`config.mk`:
```
export PLATFORM = sky130hd
export DESIGN_NAME = ordered_list_engine_unit
export DESIGN_NICKNAME = d
export VERILOG_FILES = /design/src/hdl/ole_pkg.sv /design/src/hdl/ordered_list_engine_unit.sv
export SDC_FILE = /design/constraint.sdc
export NUM_CORES = 1
export LEC_CHECK = 0
export BUFFER_PORTS_ARGS = -buffer_cell sky130_fd_sc_hd__buf_4
export CAP_MARGIN = 20
export CELL_PAD_IN_SITES_DETAIL_PLACEMENT = 0
export CELL_PAD_IN_SITES_GLOBAL_PLACEMENT = 1
export CORE_MARGIN = 8
export CORE_UTILIZATION = 48
export DETAILED_ROUTE_END_ITERATION = 6
export PLACE_DENSITY_LB_ADDON = 0.1
export SYNTH_ARGS = -nofsm -noshare
export SYNTH_HDL_FRONTEND = slang
export SYNTH_SLANG_ARGS = --single-unit
```
`constraint.sdc`:
```
create_clock -name clk -period 4.3 [get_ports clk]
set_input_delay 0 -clock clk [delete_from_list [all_inputs] [get_ports clk]]
set_output_delay 0 -clock clk [all_outputs]
set_load 0.03 [all_outputs]
```
`src/hdl/ole_pkg.sv`:
```
`timescale 1ns / 1ps
`default_nettype none
package ole_pkg;
    localparam int CAPACITY_DEF = 16;
    localparam int ACTION_W = 3;
    localparam int POS_W = 8;
    localparam int VALUE_W = 32;
    localparam int STATUS_W = 2;

    typedef enum logic [ACTION_W-1:0] {
        ACT_INS_HEAD = 3'd0,
        ACT_INS_END  = 3'd1,
        ACT_INS_MID  = 3'd2,
        ACT_INS_POS  = 3'd3,
        ACT_DEL_HEAD = 3'd4,
        ACT_DEL_VAL  = 3'd5,
        ACT_DEL_POS  = 3'd6,
        ACT_DUMP     = 3'd7
    } action_t;

    typedef enum logic [STATUS_W-1:0] {
        ST_OK        = 2'd0,
        ST_NOT_FOUND = 2'd1,
        ST_FULL      = 2'd2,
        ST_EMPTY     = 2'd3
    } status_t;
endpackage
`default_nettype wire

```
`src/hdl/ordered_list_engine_unit.sv`:
```
`timescale 1ns / 1ps
`default_nettype none
// Channel   Direction  Beat contents
// s_axis    in         tdata: action, position, item_value
// m_axis    out        tdata: status, out_value, entry_count; tlast: last
// Entries live in a one-port-read, one-port-write RAM with a registered read port.
// Inserts and deletes move one entry at a time, in a read step and then a write-back
// step. Delete by value scans the entries, a read and then a compare for each, and
// then shifts. Dump reads each entry in turn and then gives it as one beat.
// Reset clears the count and the control and output registers; the RAM needs no clearing.
// A result waits in the output register while tready is low; the walk stalls with it.
module ordered_list_engine_unit #(
    parameter int CAPACITY = ole_pkg::CAPACITY_DEF
) (
    input  wire logic        clk,
    input  wire logic        rst_n,
    input  wire logic        s_axis_tvalid,
    output logic             s_axis_tready,
    input  wire logic [47:0] s_axis_tdata,  // action[2:0], position[10:3], item_value[42:11]
    output logic             m_axis_tvalid,
    input  wire logic        m_axis_tready,
    output logic [39:0]      m_axis_tdata,  // status[1:0], out_value[33:2], entry_count[38:34]
    output logic             m_axis_tlast
);
    import ole_pkg::*;

    localparam int AW = (CAPACITY > 1) ? $clog2(CAPACITY) : 1;
    localparam int CW = $clog2(CAPACITY + 1);
    localparam int PW = (CW > POS_W) ? CW : POS_W;

    typedef enum logic [2:0] {S_IDLE, S_SCAN, S_SHUP, S_SHDN, S_DUMP, S_OUT} state_t;

    logic [VALUE_W-1:0] mem [CAPACITY];
    logic [VALUE_W-1:0] rdata_reg;
    logic [AW-1:0]      raddr;
    logic               we;
    logic [AW-1:0]      waddr;
    logic [VALUE_W-1:0] wdata;

    state_t             state_reg;
    logic [CW-1:0]      count_reg;
    logic [CW-1:0]      idx_reg;
    logic [CW-1:0]      tgt_reg;
    logic               rd_pend_reg;
    action_t            act_reg;
    logic [VALUE_W-1:0] val_reg;
    logic               ovalid_reg;
    logic [STATUS_W-1:0] ost_reg;
    logic [VALUE_W-1:0] oval_reg;
    logic [CW-1:0]      ocnt_reg;
    logic               olast_reg;

    action_t            in_act;
    logic [PW-1:0]      in_pos;
    logic [PW-1:0]      cnt_w;
    logic               out_free;

    assign in_act = action_t'(s_axis_tdata[2:0]);
    assign in_pos = (s_axis_tdata[10:3] == '0) ? PW'(2) : PW'(s_axis_tdata[10:3]);
    assign cnt_w = PW'(count_reg);
    assign out_free = !ovalid_reg || m_axis_tready;
    assign s_axis_tready = (state_reg == S_IDLE) && out_free;

    assign m_axis_tvalid = ovalid_reg;
    assign m_axis_tlast = olast_reg;
    assign m_axis_tdata = {1'b0, 5'(ocnt_reg), oval_reg, ost_reg};

    always_ff @(posedge clk)
    begin
        if (we)
        begin
            mem[waddr] <= wdata;
        end
        rdata_reg <= mem[raddr];
    end

    always_comb
    begin
        raddr = idx_reg[AW-1:0];
        we = 1'b0;
        waddr = idx_reg[AW-1:0];
        wdata = val_reg;
        case (state_reg)
            S_SHUP:
            begin
                // Moving entries up: read idx-1, write it to idx.
                raddr = AW'(idx_reg - 1'b1);
                if (rd_pend_reg)
                begin
                    we = 1'b1;
                    wdata = rdata_reg;
                end
                else if (idx_reg == tgt_reg)
                begin
                    we = 1'b1;
                end
            end
            S_SHDN:
            begin
                // Moving entries down: read idx+1, write it to idx.
                raddr = AW'(idx_reg + 1'b1);
                if (rd_pend_reg)
                begin
                    we = 1'b1;
                    wdata = rdata_reg;
                end
            end
            default:
            begin
            end
        endcase
    end

    always_ff @(posedge clk or negedge rst_n)
    begin
        if (!rst_n)
        begin
            state_reg <= S_IDLE;
            count_reg <= '0;
            ovalid_reg <= 1'b0;
            rd_pend_reg <= 1'b0;
            idx_reg <= '0;
            tgt_reg <= '0;
            act_reg <= ACT_INS_HEAD;
            val_reg <= '0;
            ost_reg <= '0;
            oval_reg <= '0;
            ocnt_reg <= '0;
            olast_reg <= 1'b0;
        end
        else
        begin
            if (ovalid_reg && m_axis_tready)
            begin
                ovalid_reg <= 1'b0;
            end
            case (state_reg)
                S_IDLE:
                begin
                    if (s_axis_tvalid && s_axis_tready)
                    begin
                        act_reg <= in_act;
                        val_reg <= s_axis_tdata[42:11];
                        rd_pend_reg <= 1'b0;
                        ost_reg <= ST_OK;
                        oval_reg <= '0;
                        ocnt_reg <= count_reg;
                        olast_reg <= 1'b1;
                        state_reg <= S_OUT;
                        case (in_act)
                            ACT_INS_HEAD, ACT_INS_END, ACT_INS_MID, ACT_INS_POS:
                            begin
                                idx_reg <= count_reg;
                                state_reg <= S_SHUP;
                                if (count_reg >= CW'(CAPACITY))
                                begin
                                    ost_reg <= ST_FULL;
                                    state_reg <= S_OUT;
                                end
                                else if (in_act == ACT_INS_HEAD)
                                begin
                                    tgt_reg <= '0;
                                end
                                else if (in_act == ACT_INS_END)
                                begin
                                    tgt_reg <= count_reg;
                                end
                                else if (in_act == ACT_INS_MID)
                                begin
                                    tgt_reg <= count_reg >> 1;
                                end
                                else if (in_pos - 1'b1 <= cnt_w)
                                begin
                                    tgt_reg <= CW'(in_pos - 1'b1);
                                end
                                else
                                begin
                                    ost_reg <= ST_NOT_FOUND;
                                    state_reg <= S_OUT;
                                end
                            end
                            ACT_DUMP:
                            begin
                                idx_reg <= '0;
                                if (count_reg == '0)
                                begin
                                    ost_reg <= ST_EMPTY;
                                end
                                else
                                begin
                                    state_reg <= S_DUMP;
                                end
                            end
                            default:
                            begin
                                if (count_reg == '0)
                                begin
                                    ost_reg <= ST_EMPTY;
                                end
                                else if (in_act == ACT_DEL_HEAD)
                                begin
                                    idx_reg <= '0;
                                    state_reg <= S_SCAN;
                                end
                                else if (in_act == ACT_DEL_VAL)
                                begin
                                    idx_reg <= '0;
                                    state_reg <= S_SCAN;
                                end
                                else if (in_pos <= cnt_w)
                                begin
                                    idx_reg <= CW'(in_pos - 1'b1);
                                    state_reg <= S_SCAN;
                                end
                                else
                                begin
                                    ost_reg <= ST_NOT_FOUND;
                                end
                            end
                        endcase
                    end
                end
                S_SHUP:
                begin
                    rd_pend_reg <= 1'b0;
                    if (rd_pend_reg)
                    begin
                        idx_reg <= idx_reg - 1'b1;
                    end
                    else if (idx_reg == tgt_reg)
                    begin
                        count_reg <= count_reg + 1'b1;
                        ocnt_reg <= count_reg + 1'b1;
                        state_reg <= S_OUT;
                    end
                    else
                    begin
                        rd_pend_reg <= 1'b1;
                    end
                end
                S_SCAN:
                begin
                    // Read idx, compare on the next cycle.
                    if (!rd_pend_reg)
                    begin
                        rd_pend_reg <= 1'b1;
                    end
                    else if (act_reg != ACT_DEL_VAL || rdata_reg == val_reg)
                    begin
                        rd_pend_reg <= 1'b0;
                        oval_reg <= rdata_reg;
                        count_reg <= count_reg - 1'b1;
                        ocnt_reg <= count_reg - 1'b1;
                        state_reg <= S_SHDN;
                    end
                    else if (idx_reg + 1'b1 >= count_reg)
                    begin
                        rd_pend_reg <= 1'b0;
                        ost_reg <= ST_NOT_FOUND;
                        state_reg <= S_OUT;
                    end
                    else
                    begin
                        rd_pend_reg <= 1'b0;
                        idx_reg <= idx_reg + 1'b1;
                    end
                end
                S_SHDN:
                begin
                    // count_reg is already reduced: shift while idx < count.
                    rd_pend_reg <= 1'b0;
                    if (rd_pend_reg)
                    begin
                        idx_reg <= idx_reg + 1'b1;
                    end
                    else if (idx_reg >= count_reg)
                    begin
                        state_reg <= S_OUT;
                    end
                    else
                    begin
                        rd_pend_reg <= 1'b1;
                    end
                end
                S_DUMP:
                begin
                    if (!rd_pend_reg)
                    begin
                        rd_pend_reg <= 1'b1;
                    end
                    else if (out_free)
                    begin
                        rd_pend_reg <= 1'b0;
                        ovalid_reg <= 1'b1;
                        ost_reg <= ST_OK;
                        oval_reg <= rdata_reg;
                        ocnt_reg <= count_reg;
                        olast_reg <= (idx_reg + 1'b1 == count_reg);
                        idx_reg <= idx_reg + 1'b1;
                        if (idx_reg + 1'b1 == count_reg)
                        begin
                            state_reg <= S_IDLE;
                        end
                    end
                end
                S_OUT:
                begin
                    if (out_free)
                    begin
                        ovalid_reg <= 1'b1;
                        state_reg <= S_IDLE;
                    end
                end
                default:
                begin
                    state_reg <= S_IDLE;
                end
            endcase
        end
    end

    a_count_range: assert property (@(posedge clk) disable iff (!rst_n)
        count_reg <= CW'(CAPACITY))
        else $error("entry count above capacity");
    a_no_accept_busy: assert property (@(posedge clk) disable iff (!rst_n)
        state_reg != S_IDLE |-> !s_axis_tready)
        else $error("input accepted while busy");
    a_hold_result: assert property (@(posedge clk) disable iff (!rst_n)
        ovalid_reg && !m_axis_tready |=> ovalid_reg && $stable(oval_reg))
        else $error("pending result lost");
    a_count_step: assert property (@(posedge clk) disable iff (!rst_n)
        state_reg == S_DUMP |=> $stable(count_reg))
        else $error("count changed during dump");
endmodule
`default_nettype wire

```
### After elaboration in Yosys (flattened, before gate mapping)

Memory sizes are Yosys's and may differ from the RTL's. A register that Yosys moved wholly into a read port is not among the register bits.
Cells that the tools add are included.

| word-level totals | value |
|---|---|
| bits in registers | 95 |
| bits in latches | 0 |
| bits in writable memories | 512 |
| bits in read-only memories | 0 |
| input port bits | 52 |
| word-level logic and storage cells | 188 |
| memories | 1 |

Memory list:

| name | words | width | read ports | clocked after memory_dff | wr ports | line | text |
|---|---|---|---|---|---|---|---|
| mem | 16 | 32 | 1 | 1 | 1 | ordered_list_engine_unit.sv:33 | `logic [VALUE_W-1:0] mem [CAPACITY];` |

| cells by class | value |
|---|---|
| add/sub/neg operators | 5 |
| $mul | 0 |
| divide/modulo/power cells | 0 |
| magnitude comparators | 5 |
| equal/unequal tests | 34 |
| shift operators | 0 |
| muxes and demuxes | 102 |
| bitwise gates (word level) | 1 |
| reductions and logical operators | 28 |

Operator list:

| kind | count |
|---|---|
| 2-to-1 mux 32 bit | 7 |
| 2-to-1 mux 5 bit | 23 |
| one-hot mux 32 bit (3 select lines) | 1 |
| 2-to-1 mux 3 bit | 21 |
| equality test 32 bit | 1 |
| != test 2 bit, second input constant | 15 |
| 2-to-1 mux 1 bit | 27 |
| one-hot mux 5 bit (5 select lines) | 1 |
| AND reduction 11 bit | 2 |
| one-hot mux 5 bit (2 select lines) | 2 |
| one-hot mux 5 bit (4 select lines) | 1 |
| 2-to-1 mux 2 bit | 9 |
| one-hot mux 3 bit (6 select lines) | 1 |
| <= comparator 8 x 5 -> 1 bit | 2 |
| equality test 3 bit, second input constant | 5 |
| equality test 3 x 2 -> 1 bit, second input constant | 4 |
| adder 5 x 1 -> 5 bit, second input constant | 2 |
| equality test 5 bit | 2 |
| greater-or-equal comparator 5 bit | 2 |
| AND reduction 5 bit | 2 |
| subtractor 5 x 1 -> 5 bit, second input constant | 2 |
| zero test 8 bit | 1 |
| 2-to-1 mux 8 bit | 1 |
| one-hot mux 4 bit (2 select lines) | 1 |
| other kinds (29) | 40 |

### Depth between registers and ports, before layout

Gate-level depths: netlist (run 1).

| depth | value |
|---|---|
| depth in word-level cells | 12 |
| gate-level depth with buffers | 15 |
| gate-level depth less buffers | 14 |

### Worst setup path after synthesis (run 1)

OpenSTA, ideal clock, no wires.

| timing | value |
|---|---|
| path type | reg-to-reg |
| from | reg state_reg[1] |
| to | mem mem[3][0] (enable) |
| data arrival time | 3.755 ns |
| required time | 3.839 ns |
| setup slack | 0.084 ns |
| stages on the path, launching flop included | 8 |
| buffers on the path | 2 |
| clock period less this slack | 4.216 ns |
| path through | dfrtp_1 -> inv_2 -> clkbuf_1 -> or3_1 -> clkbuf_1 -> o21ai_0 -> nand2_1 -> nor3_1 |

| between the ends | value |
|---|---|
| word-level cells in the longest chain between the ends | 4 |
| elaborated cells on any way between the ends | 5 |
| those cells by class | eq/ne: 2; mux: 3 |

RTL lines:

| element | line | text |
|---|---|---|
| start, declared | ordered_list_engine_unit.sv:40 | `state_t state_reg;` |
| start signal, assigned | ordered_list_engine_unit.sv:118 | `state_reg <= S_IDLE;` |
| start signal, assigned | ordered_list_engine_unit.sv:149 | `state_reg <= S_OUT;` |
| start signal, assigned | ordered_list_engine_unit.sv:154 | `state_reg <= S_SHUP;` |
| equality test 3 x 2 -> 1 bit | ordered_list_engine_unit.sv:83 | `case (state_reg)` |
| one-hot mux 1 bit (2 select lines) (*) | ordered_list_engine_unit.sv:83 |  |
| 2-to-1 mux 1 bit (*) | ordered_list_engine_unit.sv:70 | `if (we)` |
| 2-to-1 mux 1 bit (implied by the code) (*) | ordered_list_engine_unit.sv:72 | `mem[waddr] <= wdata;` |
| end, declared | ordered_list_engine_unit.sv:33 |  |

Mark *: on every way between the ends. The rest lies on a longest branch, timed or not.

### Worst setup path after layout (run 1)

| timing | value |
|---|---|
| from | reg state_reg[2] |
| to | mem mem[9][8] (enable) |

Same word-level chain as after synthesis.

==> results of run 1 <==
## kinds of logic (layout without fill, tap and decap cells)
family / count (synthesis) / after routing / share of synthesized area
and+or+nand+nor: 294 / 294 / 0.0484
DFF: 639 / 639 / 0.701
xor gates and xnor gates: 58 / 58 / 0.0194
AOI/OAI and AO/OA: 108 / 108 / 0.0276
buffers and inverters: 126 / 353 / 0.0198
other: 1 / 1 / 0.000143
adders and majority gates: 28 / 28 / 0.0133
muxes: 242 / 242 / 0.171
## worst max-delay path, delay by kind of cell, from the launching register on
kind	cells	cell delay, ps
DFF	1	610
buffers and inverters	1	440
and+or+nand+nor	3	1450
AOI/OAI and AO/OA	1	530
## final timing paths
path                                           from                 endpoint  slack (ps)  depth (start not counted)
max reg2reg                state_reg[2]$_DFFE_PN0P_      mem[9][8]$_DFFE_PP_         920                          5
min                                           rst_n  ocnt_reg[0]$_DFFE_PN0P_          50                          2
max                        state_reg[2]$_DFFE_PN0P_      mem[9][8]$_DFFE_PP_         920                          5
min reg2reg                  act_reg[1]$_DFFE_PN0P_   act_reg[1]$_DFFE_PN0P_         480                          2
min in group clk                    s_axis_tdata[4]   tgt_reg[3]$_DFFE_PN0P_          90                          5
max in group asynchronous                     rst_n  val_reg[31]$_DFFE_PN0P_        3170                          3
## cell usage in the layout, fill, tap and decap left out, types with 5 or more instances in the layout
master,n
a21oi_1,24
a221oi_1,6
and3_1,5
buf_12,13
buf_4,128
bufinv_16,8
clkbuf_1,21
clkbuf_16,71
clkbuf_8,10
clkinv_1,7
dfrtp_1,95
dfxtp_1,32
dlygate4sd3_1,39
edfxtp_1,512
ha_1,28
inv_1,46
mux2_2,44
mux2i_1,38
mux4_2,160
nand2_1,176
nand2b_1,6
nand3_1,12
nand4_1,11
nor2_1,26
nor2_4,15
nor3_1,17
o21ai_0,23
o22ai_1,5
o31ai_1,5
xnor2_1,46
xor2_1,9
## stage by stage
stage               cells   util  setup WS, ps  area (sq um)  total power [uW]
CTS                  2419  0.573           925         30900             24900
finish               2419  0.573           917         30900             24500
floorplan            1496      -          84.4         26200             15800
detailed placement   2254  0.522           830         28200             18700
global route         2419  0.573           676         30900             25800
global placement     2254  0.522           921         28200             18500
## what timing repair did
item | CTS | global route
hold buffers | 39 | 0
hold endpoints to repair | 103 | 0
setup endpoints to repair | 0 | 0
## cell usage after synthesis (4+ instances only)
master and count:
nand4_1 11, xnor2_1 49, a221oi_1 6, xor2_1 9
nor3_1 21, nand2_1 178, o31ai_1 5, clkbuf_1 44
buf_1 8, a211oi_1 4, o221ai_1 4, buf_2 22
o21ai_0 23, inv_1 46, mux2_2 44, and3_1 6
dfrtp_1 95, nor4_1 4, nand3_1 12, ha_1 28
mux2i_1 38, nor2_1 40, a21oi_1 25, o22ai_1 5
mux4_2 160, edfxtp_1 512, nand2b_1 6, dfxtp_1 32
a22oi_1 4, buf_4 5
## layout make-up
cell class                      instances  area [sq um]
Clock buffer                          102          1990
Multi-Input combinational cell        731          7500
Sequential cell                       639         18400
Timing Repair Buffer                  180          1610
Clock inverter                         24           352
Fill cell                            4161         23000
Tap cell                              696           871
Inverter                               47           176
## report_power, final
part	switching [uW]	internal, uW	leakage, uW	total [uW]
registers	628	8280	0.00613	8900
logic	5160	4360	0.00363	9520
clock network	2370	3710	0.00114	6080
## metal layers
layer | GRT usage | vias to the layer above | wire, um
li1 | - | 6191 | -
met1 | 0.287 | 7354 | 27800
met2 | 0.321 | 425 | 29800
met3 | 0.0441 | 99 | 3720
met4 | 0.0621 | 0 | 1630
met5 | 0 | - | 0
==> run metrics, run 1 <==
GR Util All Layers=0.205; worst-margin pin slew=905 ps; detailed placement HPWL=37.0 mm; largest net degree at the start of global routing=67; Hold WS=51.8 ps; CP Launch Type=flop; Post-Route WL=63.0 mm; # rows=85; Reg with most FFs=mem; CP max stage delay=640 ps; PD cells=793 nW/um^2; sequential element share of the synthesized area=0.701; Main synth FF type=edfxtp_1; max reg flops=512; initial drt markers=1,234; core area=53,900 sq um; Max-cap violations=0; Num CTS Buffers=68; count of unique library cells instantiated by Yosys=58; Max Slew Vio Count=0; first-pass GRT wire length=95.2 mm; PostCTS Resize Cnt=0; CP max FO=18; diode count=0; Chip Height=250 um; max frequency=296 MHz; WL/cell=26.0 um; IO buf count=88; CP endpoint kind=flop; clk_lat worst skew=600 ps; Syn Std Cell Area=26,200 sq um; Peak VDD IR=0.902 mV; Routed Antenna Nets=0; Max Buffers Root-to-Sink=3; Nets=1,747; top cells by area, synth=edfxtp_1 59%, mux4_2 14%, dfrtp_1 9.1%; Final setup viols=0; fraction of layout cells with a size suffix above 1=0.273; Post-Syn Nets=1,576; Vias=14,100; Worst Skew=18.8 ps; total iterations of the first detailed-routing run=5; RD Place Congestion=0.809; Worst slew margin=0.397; Yosys top cell by area=edfxtp_1; fin crit share=0.787; clock tree from TritonCTS=done; post-synthesis register bit count=639; Post-Syn Instances=1,496; Die Span X=250 um; # DRC=0; I/O pin total=95; Warnings, synthesis=0; Leak=0.0109 uW; EDFF count, synth=512; P&R area growth vs syn=17.7%; top cell type's share of synthesized area=0.586; Worst EP arrival=3640 ps; Hold Path Class=in -> async; outcome=completed; CP max stage cell=or3_1; clk sinks=639; # H-tree levels=3; grt ovf=0; die area=62,400 sq um; initial antenna violation count=0; Worst Setup Path Type=reg -> reg; number of global-route vias before repair=14,500; post-CTS setup repair buffer count=0; Tmin final=3380 ps; setup tns final=0 ps; worst-path cell chain=or3_1 > o21ai_0 > nand2_1 > nor2_4 > buf_4; RSZ-0062 raised after global routing=false; vias per cell=5.82; Final Hold Vio Count=0; syn_area_per_cell=17.5 sq um; initial cell density of the core=0.487; CTS root buf=clkbuf_16; Reg clk slew, reported paths=60 ps; ys async rst share=0.149; Req. time, crit path=4560 ps
Power figures use the tool's default switching activity.
==> run 2: changes to the inputs <==
--- a/config.mk
+++ b/config.mk
@@ -5,12 +5,13 @@
 export SDC_FILE = /design/constraint.sdc
 export NUM_CORES = 1
 export LEC_CHECK = 0
+export ABC_AREA = 1
 export BUFFER_PORTS_ARGS = -buffer_cell sky130_fd_sc_hd__buf_4
 export CAP_MARGIN = 20
 export CELL_PAD_IN_SITES_DETAIL_PLACEMENT = 0
 export CELL_PAD_IN_SITES_GLOBAL_PLACEMENT = 1
 export CORE_MARGIN = 8
-export CORE_UTILIZATION = 48
+export CORE_UTILIZATION = 50
 export DETAILED_ROUTE_END_ITERATION = 6
 export PLACE_DENSITY_LB_ADDON = 0.1
 export SYNTH_ARGS = -nofsm -noshare
==> constraint.sdc (replaced) <==
create_clock -name clk -period 3.54 [get_ports clk]
set_input_delay 0 -clock clk [delete_from_list [all_inputs] [get_ports clk]]
set_output_delay 0 -clock clk [all_outputs]
set_load 0.03 [all_outputs]
==> run 2 against run 1 <==
  * Via count rose by 36%
  * Core utilization rose by 1.3 points
  * Clock skew rose by 4.4 ps
  * Critical path type is now in -> reg
  * Critical endpoint is now tgt_reg[0]$_DFFE_PN0P_
==> run metrics, run 2 <==
sequential element share of the synthesized area=0.646; initial cell density of the core=0.505; metal2 WL=31.1 mm; Post-Syn Instances=2,736; EDFF count, synth=512; clock tree from TritonCTS=done; Leak=0.0135 uW; Nets=2,950; P&R area growth vs syn=16.0%; Post-Route WL=69.3 mm; core area=56,400 sq um; largest net degree at the start of global routing=161; metal3 WL=3.76 mm; top cell type's share of synthesized area=0.540; Num CTS Buffers=72; CP max FO=5; Syn Std Cell Area=28,500 sq um; IO buf count=88; Worst Setup Path Type=in -> reg; Req. time, crit path=4070 ps; setup slack after layout=414 ps; outcome=completed; metal1 wirelength=32.8 mm; max reg flops=512; number of global-route vias before repair=18,300; RSZ-0062 raised after global routing=false; detailed placement HPWL=41.0 mm; Final setup viols=0; clock share of power=0.242; clk sinks=639; largest family of logic cells by synthesized area=simple AND/OR/NAND/NOR gates; die area=64,900 sq um; first-pass GRT wire length=107 mm; CP Launch Type=input port; post-synthesis register bit count=639; Warnings, synthesis=0; Max-cap violations=0; setup tns final=0 ps; Chip Height=255 um; Reg with most FFs=mem; initial antenna violation count=0; logic gate share of total power=0.397; Reg clk slew, reported paths=60 ps; top cells by area, synth=edfxtp_1 54%, nand2_1 9.0%, dfrtp_1 8.3%; total iterations of the first detailed-routing run=7; Routed Antenna Nets=0; Die Span X=255 um; WL/cell=18.8 um; clk_lat worst skew=600 ps; Max Buffers Root-to-Sink=3; CP endpoint kind=flop; Post-Syn Nets=2,816; Vias=19,100; P_int=18,400 uW; Tmin final=3130 ps; Worst EP arrival=3650 ps; syn_area_per_cell=10.4 sq um; Hold Path Class=in -> async; most frequent cells in the layout=683 x nand2_1, 512 x edfxtp_1, 390 x inv_1, 233 x o21ai_0; diode count=0; Yosys top cell by area=edfxtp_1; fin crit share=0.883; fraction of layout cells with a size suffix above 1=0.137; I/O pin total=95; Worst slew margin=0.445; GR Util All Layers=0.216; max frequency=320 MHz; post-synthesis xor/xnor area fraction=0.0142; Psw=11,700 uW; post-synthesis adder-cell area fraction=0.0123; Worst Skew=23.1 ps; Final Hold Vio Count=0; vias per cell=5.20; commonest non-fill, non-tap cell in the layout=nand2_1; PostCTS Resize Cnt=0; post-synthesis mux area share=0.00909; Flop pwr share=0.361; grt ovf=0; # H-tree levels=3; initial drt markers=1,325; count leader, synth=nand2_1; RD Place Congestion=0.823; # DRC=0; Compound-Gate Fraction of Synth Area=0.0925; Synth Area in Simple Gates=0.152; count of unique library cells instantiated by Yosys=45; Peak VDD IR=0.751 mV; PD cells=909 nW/um^2; Max Slew Vio Count=0; DR top layer=met4; CTS root buf=clkbuf_16; pre-CTS setup slack=489 ps; worst-margin pin slew=833 ps; Main synth FF type=edfxtp_1; # rows=87; Fillers=4,759; switch share=0.389; post-CTS setup repair buffer count=0; Synth top cells by count=685 x nand2_1, 512 x edfxtp_1, 390 x inv_1; ys async rst share=0.149
[run 2: changes by cell type in the layout (fill, tap and decap cells not counted), moves of 13 or more]
cell and delta:
nand2_1 +507, inv_1 +344, o21ai_0 +210, mux4_2 -160, o211ai_1 +131, nand3_1 +117, or2_2 +97, mux2i_1 -38
o21ai_1 +36, nor2_1 +33, mux2_2 -21, xnor2_1 -13
[run 2: what timing repair did]
| action | in CTS | in global routing |
|---|---|---|
| hold buffers | 42 | 0 |
| hold endpoints to repair | 103 | 0 |
| endpoints found under the setup margin | 0 | 0 |
[run 2: final timing paths]
path                                          from                       to  slack [ps]  depth (start not counted)
setup reg to reg            idx_reg[0]$_DFFE_PN0P_   idx_reg[1]$_DFFE_PN0P_         460                         13
setup / recovery                   s_axis_tdata[3]   tgt_reg[0]$_DFFE_PN0P_         410                         23
hold reg to reg            ocnt_reg[4]$_DFFE_PN0P_  ocnt_reg[4]$_DFFE_PN0P_         470                          2
max in group asynchronous                    rst_n   val_reg[5]$_DFFE_PN0P_        2680                          3
hold / removal                               rst_n  ocnt_reg[0]$_DFFE_PN0P_          30                          2
min in group clk                  s_axis_tdata[10]   ost_reg[0]$_DFFE_PN0P_          90                          9
[run 2: area by class of cell]
| cell class | instances | area (sq um) | area share |
|---|---|---|---|
| Sequential cell | 639 | 18400 | 0.557 |
| Multi-Input combinational cell | 1564 | 8120 | 0.246 |
| Clock buffer | 105 | 2010 | 0.0608 |
| Timing Repair Buffer | 194 | 1790 | 0.0541 |
| Inverter | 399 | 1500 | 0.0453 |
| Tap cell | 756 | 946 | 0.0286 |
| Clock inverter | 25 | 289 | 0.00875 |
[run 2: metal layers]
layer,vias up,track usage
met3,113,0.0337
li1,9404,-
met1,9185,0.310
met5,-,0
met2,442,0.340
met4,0,0.0595
[run 2: cells by family (layout without fill, tap and decap cells)]
group | after synthesis | after routing
AO/OA/AOI/OAI | 451 | 451
XOR/XNOR | 44 | 44
adder cells (fa/ha/maj) | 28 | 28
buffers and inverters | 533 | 723
flip-flops | 639 | 639
multiplexers | 23 | 23
other | 1 | 1
AND/OR/NAND/NOR | 1017 | 1017
[run 2: power by group through the flow]
stage / sequential (uW) / combinational [uW] / clock (uW)
floorplan: 10900 / 8530 / 0
global placement: 11000 / 11700 / 0
detailed placement: 11000 / 11900 / 0
CTS: 10800 / 12000 / 7410
global route: 10900 / 13500 / 7700
finish: 10900 / 11900 / 7250
[run 2: through the flow]
stage	hold slack (ps)	cells	power, uW	cell area, sq um	utilization
2_1_floorplan	-296	2736	19400	28500	-
3_3_place_gp	141	3510	22600	30300	0.538
3_5_place_dp	131	3510	22900	30300	0.538
4_1_cts	42.8	3682	30300	33000	0.586
5_1_grt	98.5	3682	32200	33000	0.586
6_report	33.0	3682	30000	33000	0.586
[run 2: worst max-delay path: stages]
cell and delay (ps):
dlygate4sd3_1 540, buf_4 160, nor2_1 100, nand2_1 90
nor2_1 120, nor2_1 70, ha_1 250, xor2_1 310
ha_1 300, nand2_1 60, inv_1 40, o21ai_0 70
nand2_1 70, nand2_1 60, nand2_1 50, nand2_1 90
nand2_1 80, nand2_1 110, nand2_1 130, nor2_1 230
nand3_1 100, dlygate4sd3_1 570, nand2_1 60
